$ cat src/hdl/tsl_pkg.sv
// types and constants of the token stream lexer
// no dependencies; imported by every lexer module
`default_nettype none

package tsl_pkg;

    localparam int START_W     = 24;
    localparam int LEN_W       = 8;
    localparam int CHAR_W      = 8;
    localparam int QUEUE_DEPTH = 4;
    localparam int QPTR_W      = $clog2(QUEUE_DEPTH);
    localparam int QCNT_W      = $clog2(QUEUE_DEPTH + 1);
    localparam int KW_LEN      = 6;

    localparam logic [CHAR_W-1:0] CH_LPAREN = 8'h28;
    localparam logic [CHAR_W-1:0] CH_RPAREN = 8'h29;
    localparam logic [CHAR_W-1:0] CH_LBRACE = 8'h7b;
    localparam logic [CHAR_W-1:0] CH_RBRACE = 8'h7d;
    localparam logic [CHAR_W-1:0] CH_SEMI   = 8'h3b;
    localparam logic [CHAR_W-1:0] CH_UNDER  = 8'h5f;
    localparam logic [CHAR_W-1:0] CH_SPACE  = 8'h20;
    localparam logic [CHAR_W-1:0] CH_TAB    = 8'h09;
    localparam logic [CHAR_W-1:0] CH_CR     = 8'h0d;

    typedef enum logic [3:0] {
        KIND_IDENT  = 4'd0,
        KIND_INT    = 4'd1,
        KIND_RETURN = 4'd2,
        KIND_LPAREN = 4'd3,
        KIND_RPAREN = 4'd4,
        KIND_LBRACE = 4'd5,
        KIND_RBRACE = 4'd6,
        KIND_SEMI   = 4'd7,
        KIND_ERROR  = 4'd8,
        KIND_END    = 4'd9
    } kind_t;

    typedef enum logic [1:0] {
        MODE_IDLE  = 2'd0,
        MODE_IDENT = 2'd1,
        MODE_INT   = 2'd2,
        MODE_ERROR = 2'd3
    } mode_t;

    typedef struct packed {
        kind_t              kind;
        logic [START_W-1:0] start;
        logic [LEN_W-1:0]   length;
        logic [CHAR_W-1:0]  bad;
        logic               overlong;
        logic               last;
    } token_t;

    // up to two words per accepted byte, packed from the front
    typedef struct packed {
        logic [1:0] count;
        token_t     first;
        token_t     second;
    } push_t;

    function automatic logic [CHAR_W-1:0] kw_char(input logic [2:0] idx);
        logic [CHAR_W-1:0] c;
        unique case (idx)
            3'd0:    c = 8'h72;
            3'd1:    c = 8'h65;
            3'd2:    c = 8'h74;
            3'd3:    c = 8'h75;
            3'd4:    c = 8'h72;
            3'd5:    c = 8'h6e;
            default: c = '0;
        endcase
        return c;
    endfunction

endpackage

`default_nettype wire

$ cat src/hdl/tsl_front.sv
// lexer front: classifies each byte, keeps the scan state, builds token words
// depends on tsl_pkg
`default_nettype none

module tsl_front #(
    parameter int POSITION_BITS = 24,
    parameter int MAX_TOKEN_LEN = 255
) (
    input  logic                        clk,
    input  logic                        rst_n,
    input  logic [tsl_pkg::CHAR_W-1:0]  ch,
    input  logic                        end_marker,
    input  logic                        accept,
    output tsl_pkg::push_t              push
);
    import tsl_pkg::*;

    localparam logic [LEN_W-1:0] MAX_LEN = LEN_W'(MAX_TOKEN_LEN);
    localparam logic [LEN_W-1:0] KW_LEN_V = LEN_W'(KW_LEN);

    mode_t                    mode_reg, mode_next;
    logic [POSITION_BITS-1:0] start_reg, start_next;
    logic [LEN_W-1:0]         len_reg, len_next;
    logic                     kp_reg, kp_next;
    logic                     ov_reg, ov_next;
    logic [POSITION_BITS-1:0] pos_reg, pos_next;

    logic  is_letter, is_digit, is_word, is_space, is_mark, is_bad;
    kind_t mark_kind;
    logic  pending, extend;

    token_t tok_a, tok_b;
    logic   a_v, b_v;

    // byte classes
    always_comb
    begin
        is_letter = (ch >= 8'h61 && ch <= 8'h7a) || (ch >= 8'h41 && ch <= 8'h5a);
        is_digit  = (ch >= 8'h30 && ch <= 8'h39);
        is_word   = is_letter || (ch == CH_UNDER);
        is_space  = (ch == CH_SPACE) || (ch >= CH_TAB && ch <= CH_CR);
        is_mark   = 1'b1;
        unique case (ch)
            CH_LPAREN: mark_kind = KIND_LPAREN;
            CH_RPAREN: mark_kind = KIND_RPAREN;
            CH_LBRACE: mark_kind = KIND_LBRACE;
            CH_RBRACE: mark_kind = KIND_RBRACE;
            CH_SEMI:   mark_kind = KIND_SEMI;
            default:
            begin
                mark_kind = KIND_ERROR;
                is_mark   = 1'b0;
            end
        endcase
        is_bad  = !is_word && !is_digit && !is_mark && !is_space;
        pending = (mode_reg == MODE_IDENT) || (mode_reg == MODE_INT);
        extend  = ((mode_reg == MODE_IDENT) && (is_word || is_digit))
                || ((mode_reg == MODE_INT) && is_digit);
    end

    // next scan state
    always_comb
    begin
        mode_next  = mode_reg;
        start_next = start_reg;
        len_next   = len_reg;
        kp_next    = kp_reg;
        ov_next    = ov_reg;
        pos_next   = pos_reg;
        if (accept)
        begin
            if (end_marker)
            begin
                mode_next  = MODE_IDLE;
                start_next = '0;
                len_next   = '0;
                kp_next    = 1'b0;
                ov_next    = 1'b0;
                pos_next   = '0;
            end
            else
            begin
                pos_next = pos_reg + POSITION_BITS'(1);
                if (mode_reg != MODE_ERROR)
                begin
                    if (extend)
                    begin
                        kp_next = kp_reg && (len_reg < KW_LEN_V)
                                && (ch == kw_char(len_reg[2:0]));
                        if (len_reg < MAX_LEN)
                            len_next = len_reg + LEN_W'(1);
                        else
                            ov_next = 1'b1;
                    end
                    else
                    begin
                        // close whatever is pending, then look at the new byte
                        mode_next = MODE_IDLE;
                        len_next  = '0;
                        kp_next   = 1'b0;
                        ov_next   = 1'b0;
                        if (is_word || is_digit)
                        begin
                            mode_next  = is_word ? MODE_IDENT : MODE_INT;
                            start_next = pos_reg;
                            len_next   = LEN_W'(1);
                            kp_next    = is_word && (ch == kw_char(3'd0));
                        end
                        else if (is_bad)
                            mode_next = MODE_ERROR;
                    end
                end
            end
        end
    end

    // token words for this byte
    always_comb
    begin
        tok_a.kind     = KIND_INT;
        if (mode_reg == MODE_IDENT)
            tok_a.kind = (kp_reg && (len_reg == KW_LEN_V) && !ov_reg) ? KIND_RETURN
                                                                      : KIND_IDENT;
        tok_a.start    = START_W'(start_reg);
        tok_a.length   = len_reg;
        tok_a.bad      = '0;
        tok_a.overlong = ov_reg;

        tok_b.start    = START_W'(pos_reg);
        tok_b.overlong = 1'b0;
        tok_b.last     = 1'b1;
        if (end_marker)
        begin
            tok_b.kind   = KIND_END;
            tok_b.length = '0;
            tok_b.bad    = '0;
            a_v          = pending;
            b_v          = 1'b1;
        end
        else
        begin
            tok_b.kind   = is_mark ? mark_kind : KIND_ERROR;
            tok_b.length = LEN_W'(1);
            tok_b.bad    = is_mark ? '0 : ch;
            a_v          = (mode_reg != MODE_ERROR) && !extend && pending;
            b_v          = (mode_reg != MODE_ERROR) && !extend && (is_mark || is_bad);
        end
        tok_a.last = !b_v;

        push.count  = accept ? ({1'b0, a_v} + {1'b0, b_v}) : 2'd0;
        push.first  = a_v ? tok_a : tok_b;
        push.second = tok_b;
    end

    always_ff @(posedge clk or negedge rst_n)
    begin
        if (!rst_n)
        begin
            mode_reg  <= MODE_IDLE;
            start_reg <= '0;
            len_reg   <= '0;
            kp_reg    <= 1'b0;
            ov_reg    <= 1'b0;
            pos_reg   <= '0;
        end
        else
        begin
            mode_reg  <= mode_next;
            start_reg <= start_next;
            len_reg   <= len_next;
            kp_reg    <= kp_next;
            ov_reg    <= ov_next;
            pos_reg   <= pos_next;
        end
    end

endmodule

`default_nettype wire

$ cat src/hdl/tsl_queue.sv
// lexer back end: short token queue taking up to two words a cycle,
// giving one while out_ready is high; depends on tsl_pkg
`default_nettype none

module tsl_queue (
    input  logic             clk,
    input  logic             rst_n,
    input  tsl_pkg::push_t   push,
    output logic             room,
    output logic             out_valid,
    input  logic             out_ready,
    output tsl_pkg::token_t  head
);
    import tsl_pkg::*;

    token_t              entry_reg [QUEUE_DEPTH];
    logic [QPTR_W-1:0]   wr_ptr_reg, wr_ptr_next;
    logic [QPTR_W-1:0]   rd_ptr_reg, rd_ptr_next;
    logic [QCNT_W-1:0]   count_reg, count_next;
    logic                pop;

    assign out_valid = (count_reg != '0);
    assign pop       = out_valid && out_ready;
    assign head      = entry_reg[rd_ptr_reg];
    // a byte may bring two words
    assign room      = (count_reg <= QCNT_W'(QUEUE_DEPTH - 2));

    always_comb
    begin
        wr_ptr_next = wr_ptr_reg + QPTR_W'(push.count);
        rd_ptr_next = rd_ptr_reg + QPTR_W'(pop);
        count_next  = count_reg + QCNT_W'(push.count) - QCNT_W'(pop);
    end

    always_ff @(posedge clk)
    begin
        if (push.count != 2'd0)
            entry_reg[wr_ptr_reg] <= push.first;
        if (push.count == 2'd2)
            entry_reg[wr_ptr_reg + QPTR_W'(1)] <= push.second;
    end

    always_ff @(posedge clk or negedge rst_n)
    begin
        if (!rst_n)
        begin
            wr_ptr_reg <= '0;
            rd_ptr_reg <= '0;
            count_reg  <= '0;
        end
        else
        begin
            wr_ptr_reg <= wr_ptr_next;
            rd_ptr_reg <= rd_ptr_next;
            count_reg  <= count_next;
        end
    end

endmodule

`default_nettype wire

$ cat src/hdl/token_stream_lexer_unit.sv
// top level of the token stream lexer: front classifier and token queue
// depends on tsl_pkg, tsl_front, tsl_queue
//
// channel   direction  handshake             payload
// input     in         in_valid / in_ready   ch, end_marker
// output    out        out_valid / out_ready kind, start_res, length, bad_char, overlong, last
//
// one byte is taken per cycle while in_ready is high; its words are written into the queue as it is taken
// a byte that closes a token and is itself a mark, an error or the end marker yields two words,
// drained at one word per cycle while out_ready is high, through the four-entry queue
// in_ready is high while the queue holds two words or fewer
// reset clears the scan state, byte position and queue at once
`default_nettype none

module token_stream_lexer_unit #(
    parameter int POSITION_BITS = 24,
    parameter int MAX_TOKEN_LEN = 255
) (
    input  logic                         clk,
    input  logic                         rst_n,
    input  logic                         in_valid,
    output logic                         in_ready,
    input  logic [tsl_pkg::CHAR_W-1:0]   ch,
    input  logic                         end_marker,
    output logic                         out_valid,
    input  logic                         out_ready,
    output logic [3:0]                   kind,
    output logic [tsl_pkg::START_W-1:0]  start_res,
    output logic [tsl_pkg::LEN_W-1:0]    length,
    output logic [tsl_pkg::CHAR_W-1:0]   bad_char,
    output logic                         overlong,
    output logic                         last
);
    import tsl_pkg::*;

    push_t  push;
    token_t head;
    logic   room;
    logic   accept;

    assign in_ready = room;
    assign accept   = in_valid && room;

    tsl_front #(
        .POSITION_BITS (POSITION_BITS),
        .MAX_TOKEN_LEN (MAX_TOKEN_LEN)
    ) u_front (
        .clk        (clk),
        .rst_n      (rst_n),
        .ch         (ch),
        .end_marker (end_marker),
        .accept     (accept),
        .push       (push)
    );

    tsl_queue u_queue (
        .clk       (clk),
        .rst_n     (rst_n),
        .push      (push),
        .room      (room),
        .out_valid (out_valid),
        .out_ready (out_ready),
        .head      (head)
    );

    assign kind      = head.kind;
    assign start_res = head.start;
    assign length    = head.length;
    assign bad_char  = head.bad;
    assign overlong  = head.overlong;
    assign last      = head.last;

endmodule

`default_nettype wire

$ cat config.mk
export PLATFORM = sky130hd
export DESIGN_NAME = token_stream_lexer_unit
export DESIGN_NICKNAME = d
export VERILOG_FILES = /design/src/hdl/tsl_pkg.sv /design/src/hdl/tsl_front.sv /design/src/hdl/tsl_queue.sv /design/src/hdl/token_stream_lexer_unit.sv
export SDC_FILE = /design/constraint.sdc
export NUM_CORES = 1
export LEC_CHECK = 0
export CORE_MARGIN = 8
export CORE_UTILIZATION = 45
export CTS_BUF_LIST = sky130_fd_sc_hd__clkbuf_16
export DETAILED_ROUTE_END_ITERATION = 6
export DONT_BUFFER_PORTS = 1
export SLEW_MARGIN = 20
export SYNTH_ARGS = -nofsm -noshare
export SYNTH_HDL_FRONTEND = slang
export SYNTH_SLANG_ARGS = --single-unit
$ cat constraint.sdc
create_clock -name clk -period 4.3 [get_ports clk]
set_clock_uncertainty 0.15 [all_clocks]
set_input_delay 0.43 -clock clk [delete_from_list [all_inputs] [get_ports clk]]
set_output_delay 0.43 -clock clk [all_outputs]
set_load 0.01 [all_outputs]
==> summary.txt, run 1 <==
Post-Syn Area -> 0.0120 mm²
Final hold vios -> 0
RSZ-0062 raised after global routing -> false
Die Ht -> 179 µm
Area of the multi-input gates -> 0.00467 mm²
Wire length per cell -> 23.5 µm
P_int -> 5320 µW
Highest Clock Rate -> 255 MHz
Max Cap Viol -> 0
Sequential cell area -> 0.00685 mm²
Antenna fix cells -> 0
Hold path startpoint -> end_marker
Sw Ratio -> 0.345
Warnings from Yosys -> 0
Worst Path Max Fanout -> 19
DP HPWL -> 19.5 mm
Critical Path RT -> 4.55 ns
Async SR Flop Fraction -> 0.267
Post-route ant nets -> 0
Clk root buf -> clkbuf_16
Sw power -> 2800 µW
PwrDens -> 612 mW/mm²
Initial core utilization -> 0.459
Synth Instances -> 961
Largest net degree at the start of global routing -> 68
Clock transition at path regs -> 0.06 ns
Sequential fraction of the synthesis area -> 0.572
Commonest register cell after synthesis -> edfxtp_1
Syn Area/Cell -> 12.4 µm²
Row Count -> 59
Initial antenna violation count -> 0
Cell taking the most area after synthesis -> edfxtp_1
CTS tree -> done
Clock power frac -> 0.286
CTS resizes -> 0
Die area -> 0.0321 mm²
Fill count -> 2,261
CP Launch Type -> register
RePlAce Congestion -> 0.861
Layout net count -> 971
Overflow after GRT -> 0
Synth top area share -> 0.372
Final Max Tran Viols -> 0
Worst setup path startpoint -> u_front.mode_reg[1]$_DFFE_PN0P_
Critical path capture point type -> register
Syn nets -> 990
CTS Buf Count -> 27
Final setup TNS -> 0 ns
Hold Path Class -> in2reg
Number of flip-flops in the largest register -> 184
Most common cell in the netlist -> a22o_1
Post-route cell area -> 0.0133 mm²
Total GRT Usage -> 0.193
Via Count -> 7,975
Final WL -> 30.5 mm
Number of synthesized flops with an enable pin -> 148
Worst R2R Start -> u_front.mode_reg[1]$_DFFE_PN0P_
Area contributors post-synth -> edfxtp_1 37%, dfrtp_1 14%, a22o_1 11%, mux4_2 8.7%, dfxtp_1 6.0%
Critical path arrival -> 4.17 ns
Endpoints failing setup -> 0
Drt first pass iters -> 5
Core region area -> 0.0261 mm²
Most instantiated cells after synthesis -> 150 x a22o_1, 148 x edfxtp_1, 89 x nor2_1, 67 x dfrtp_1, 62 x nand2_1
Final worst path period need -> 3.92 ns
Initial drt markers -> 695
CTS HTree Levels -> 1
WS Path Type -> reg2reg
Num Clock Sinks -> 251
Slew margin rel. -> 0.229
Sequential Power Share -> 0.424
Tightest Pin Transition -> 1.15 ns
Port Buffer Count -> 0
Worst-Skew Late Latency -> 0.53 ns
Ports -> 61
Fraction of layout cells with a size suffix above 1 -> 0.145
First-pass GRT wire length -> 47.9 mm
FF+latch count, synth -> 251
Outcome -> finished, final reports clean
CTS Buffer Depth -> 3
Peak supply drop -> 0.512 mV
Fin crit share -> 0.911
Remaining DRCs -> 0
Yosys cell types -> 57
Area Overhead vs Synth -> 11.0%
Post-DP Area -> 0.0123 mm²
Vias in the first global route -> 8,018
Die width -> 179 µm
Leakage -> 0.00483 µW
Comb pwr share -> 0.290
DR vias/cell -> 6.14
placed cells by master (no fill, tap or decap), types with 9 or more instances in the layout:
| master | instances |
|---|---|
| a22o_1 | 150 |
| edfxtp_1 | 148 |
| nor2_1 | 88 |
| dfrtp_1 | 65 |
| nand2_1 | 62 |
| mux4_2 | 46 |
| dfxtp_1 | 36 |
| o21ai_0 | 35 |
| a21oi_1 | 31 |
| buf_4 | 31 |
| clkbuf_16 | 27 |
| inv_1 | 25 |
| nand3_1 | 21 |
| nor3_1 | 19 |
| ha_1 | 15 |
| xnor2_1 | 14 |
| o22ai_1 | 10 |
| xor2_1 | 9 |
layer usage:
metal  global-route usage  part of all wire
met1                0.272              0.45
met2                0.306              0.47
met3               0.0339             0.069
met4               0.0441             0.014
met5                    0                 0
logic make-up (layout without fill, tap and decap cells):
logic type      after synthesis  count (layout)  synth area share
compound gates              261             261             0.167
xor+xnor                     23              23            0.0168
fa+ha+maj                    16              16            0.0174
buf+inv                     108             110            0.0380
flops                       251             251             0.572
mux                          48              48            0.0885
simple gates                254             254             0.101
critical path: stages, from the launching register on:
cell and delay, ns:
dfrtp_1 0.40, inv_1 0.07, ha_1 0.24, o2111ai_2 0.17
o211ai_2 0.32, and2_4 0.31, inv_2 0.10, ha_1 0.41
nor2_1 0.12, nor2_1 0.16, nand2_1 0.13, nor2_2 0.64
buf_4 0.38, a22o_1 0.18
what timing repair did:
action	4_1_cts	5_1_grt
buffers inserted	0	0
hold buffers	3	0
hold endpoints to repair	75	0
cell type report:
type                    instances  share of cell area
clock buffers                  27              0.0509
clock inverters                23              0.0162
inverters                      22             0.00622
multi-input cells             602               0.352
flip-flops and latches        251               0.516
well taps                     335              0.0316
repair buffers                 38              0.0271
worst paths after layout:
kind / end / slack (ns) / cells after the start
max in group asynchronous: u_queue.rd_ptr_reg[0]$_DFF_PN0_ / 3.41 / 2
hold reg to reg: u_queue.entry_reg[1][13]$_SDFFE_PP0P_ / 0.32 / 1
setup reg to reg: u_queue.entry_reg[2][19]$_DFFE_PP_ / 0.38 / 13
min in group asynchronous: u_front.pos_reg[18]$_DFFE_PN0P_ / 0.29 / 2
setup / recovery: u_queue.entry_reg[2][19]$_DFFE_PP_ / 0.38 / 13
hold / removal: u_queue.entry_reg[2][10]$_DFFE_PP_ / 0.03 / 1
through the flow:
stage	setup slack (ns)	hold WS, ns	utilization	cells	power, µW
6_report	0.382	0.0335	0.509	1298	8120
5_1_grt	0.142	0.0274	0.509	1298	8540
4_1_cts	0.423	0.0237	0.509	1298	8200
3_5_place_dp	0.374	-0.0109	0.473	1245	5860
3_3_place_gp	0.468	-0.0109	0.473	1245	5820
2_1_floorplan	0.0564	-0.0156	-	961	5120
power groups by stage:
stage / sequential, µW / clock (µW) / combinational (µW)
6_report: 3440 / 2320 / 2360
5_1_grt: 3520 / 2450 / 2570
4_1_cts: 3450 / 2360 / 2390
3_5_place_dp: 3500 / 0 / 2360
3_3_place_gp: 3480 / 0 / 2340
2_1_floorplan: 3140 / 0 / 1980
Power figures use the tool's default switching activity.
==> run 2, diff against run 1 <==
RECOVER_POWER = 25   (was unset)
==> run 2 against run 1 <==
  * The flow now finishes with violations (capacitance limit, slew limit)
  * Routed wire length hardly changed
  * Fmax is 0.32% higher
  * Register-to-register slack hardly changed
  * Critical endpoint is now u_queue.entry_reg[2][24]$_DFFE_PP_
  * Critical path depth stayed put
  * Highest routed layer unchanged
  * Global-route usage stayed put
  * Non-clock buffer count stayed put
  * Sequential share of layout area is 0.13 points higher
==> summary.txt, run 2 (same netlist as run 1, synthesis figures left out) <==
Outcome -> finished, violations left
Failing checks -> capacitance limit, slew limit
Max Cap Viol -> 2 (+2)
RePlAce Congestion -> 0.861 (unchanged)
Critical path arrival -> 4.15 ns (-0.02 ns)
Cells on worst reg2reg path -> 13 (unchanged)
Post-CTS Setup Repair Bufs -> 0 (unchanged)
Worst Path Max Fanout -> 19 (unchanged)
Vias in the first global route -> 8,018 (unchanged)
Port Buffer Count -> 0 (unchanged)
Core region area -> 0.0261 mm² (unchanged)
First-pass GRT wire length -> 47.9 mm (unchanged)
Hold Path Class -> in2reg
Crit-path cells -> inv_1 -> ha_1 -> o2111ai_2 -> o211ai_2 -> and2_4 -> inv_2 -> ha_1 -> nor2_1 -> nor2_1 -> nand2_1 -> nor2_2 -> buf_4 -> a22o_1
Final WL -> 30.5 mm (about the same)
Final setup TNS -> 0 ns (unchanged)
CP Launch Type -> register
CTS HTree Levels -> 1 (unchanged)
Leakage -> 0.00481 µW (-0.41%)
Die area -> 0.0321 mm² (unchanged)
Number of flip-flops in the largest register -> 184 (unchanged)
Hold depth -> 1 (unchanged)
Fraction of layout cells with a size suffix above 1 -> 0.141 (-0.00415)
Remaining DRCs -> 0 (unchanged)
Most common cell after layout, fill and taps aside -> a22o_1
Clk root buf -> clkbuf_16
Total GRT Usage -> 0.193 (unchanged)
Highest Clock Rate -> 256 MHz (+0.32%)
Post-route ant nets -> 0 (unchanged)
Final std cells w/o fill -> 1,298 (unchanged)
Final Max Tran Viols -> 100 (+100)
Hold path startpoint -> end_marker
Die width -> 179 µm (unchanged)
Critical path capture point type -> register
Num Clock Sinks -> 251 (unchanged)
Final worst path period need -> 3.90 ns (-0.0127 ns)
Fill count -> 2,266 (+0.22%)
Placed Instances -> 1,245 (unchanged)
Area Overhead vs Synth -> 10.7%
R2r setup slk -> 0.40 ns (about the same)
Initial antenna violation count -> 0 (unchanged)
Most frequent cells in the layout -> 150 x a22o_1, 148 x edfxtp_1, 88 x nor2_1
Drt first pass iters -> 5 (unchanged)
Initial core utilization -> 0.459 (unchanged)
Final hold vios -> 0 (unchanged)
CTS Buf Count -> 27 (unchanged)
Fin crit share -> 0.908 (-0.00294)
Slew margin rel. -> -0.181 (-0.411)
Initial drt markers -> 703 (+1.2%)
Layout net count -> 971 (unchanged)
Max incr delay on CP -> 0.64 ns (about the same)
WS Path Type -> reg2reg
Crit-path slowest cell -> nor2_2
Die Ht -> 179 µm (unchanged)
DP HPWL -> 19.5 mm (unchanged)
Hold slack -> 0.0318 ns (-0.00175 ns)
Wire length per cell -> 23.5 µm (about the same)
Antenna fix cells -> 0 (unchanged)
WHS Endpoint -> u_queue.entry_reg[2][10]$_DFFE_PP_
Largest net degree at the start of global routing -> 68 (unchanged)
Reg2reg end -> u_queue.entry_reg[2][24]$_DFFE_PP_
Row Count -> 59 (unchanged)
Worst-Skew Late Latency -> 0.53 ns (about the same)
Overflow after GRT -> 0 (unchanged)
Endpoints failing setup -> 0 (unchanged)
DR vias/cell -> 6.15 (about the same)
Tightest Pin Transition -> 1.77 ns (+0.619 ns)
CTS tree -> done
Peak supply drop -> 0.511 mV (-0.11%)
RSZ-0062 raised after global routing -> false
Via Count -> 7,980 (+0.063%)
Ports -> 61 (unchanged)
Clock transition at path regs -> 0.06 ns (about the same)
CTS Buffer Depth -> 3 (unchanged)
Critical Path RT -> 4.54 ns (about the same)
PwrDens -> 613 mW/mm² (+0.20%)
Worst R2R Start -> u_front.mode_reg[1]$_DFFE_PN0P_
## run 2: cell count changes in the layout (fill, tap and decap cells not counted), sizes merged
cell / change
buf: -4
clkbuf: +4
## run 2: metal layers
| metal | track usage | routed length (µm) | vias to the layer above | part of all wire |
|---|---|---|---|---|
| li1 | - | - | 3643 | - |
| met1 | 0.272 | 13700 | 4088 | 0.45 |
| met2 | 0.306 | 14300 | 219 | 0.47 |
| met3 | 0.0339 | 2070 | 30 | 0.068 |
| met4 | 0.0441 | 421 | 0 | 0.014 |
| met5 | 0 | 0 | - | 0 |
## run 2: report_power, final
group / switching (µW) / leakage [µW] / internal, µW
logic: 1380 / 0.00182 / 967
registers: 471 / 0.00253 / 2970
clock network: 943 / 0.000458 / 1380
total: 2800 / 0.00481 / 5320
## run 2: layout make-up
type / count / area (µm²) / share of cell area
Clock buffer: 27 / 676 / 0.0510
Clock inverter: 23 / 215 / 0.0163
Inverter: 22 / 82.6 / 0.00624
Multi-Input combinational cell: 602 / 4670 / 0.353
Sequential cell: 251 / 6850 / 0.517
Tap cell: 335 / 419 / 0.0317
Timing Repair Buffer: 38 / 327 / 0.0247
## run 2: worst max-delay path by stage
stage | startpoint | end | depth (start not counted)
floorplan | ch[5] | u_queue.entry_reg[0][22]$_DFFE_PP_ | 14
detailed placement | ch[7] | u_queue.entry_reg[2][25]$_DFFE_PP_ | 12
CTS | u_front.mode_reg[1]$_DFFE_PN0P_ | u_queue.entry_reg[2][25]$_DFFE_PP_ | 13
global placement | ch[7] | u_queue.entry_reg[2][20]$_DFFE_PP_ | 12
finish | u_front.mode_reg[1]$_DFFE_PN0P_ | u_queue.entry_reg[2][24]$_DFFE_PP_ | 13
global route | u_front.mode_reg[1]$_DFFE_PN0P_ | u_queue.entry_reg[2][18]$_DFFE_PP_ | 13
## run 2: per-stage QoR
stage / utilization / instance area (µm²) / setup WS [ns] / power, µW
2_1_floorplan: - / 12000 / 0.0564 / 5120
3_3_place_gp: 0.473 / 12300 / 0.468 / 5820
3_5_place_dp: 0.473 / 12300 / 0.374 / 5860
4_1_cts: 0.509 / 13300 / 0.423 / 8200
5_1_grt: 0.508 / 13200 / 0.141 / 8540
6_report: 0.508 / 13200 / 0.395 / 8120
## run 2: what timing repair did
item / CTS / global route
hold buffers: 3 / 0
endpoints found under the hold margin: 75 / 0
resized for setup: 0 / 0
## run 2: critical path, delay by kind of cell (launching register included)
kind	cells	cell delay, ns
AOI/OAI and AO/OA	3	0.66
adders and majority gates	2	0.63
buffers and inverters	3	0.55
DFF	1	0.40
and+or+nand+nor	5	1.36
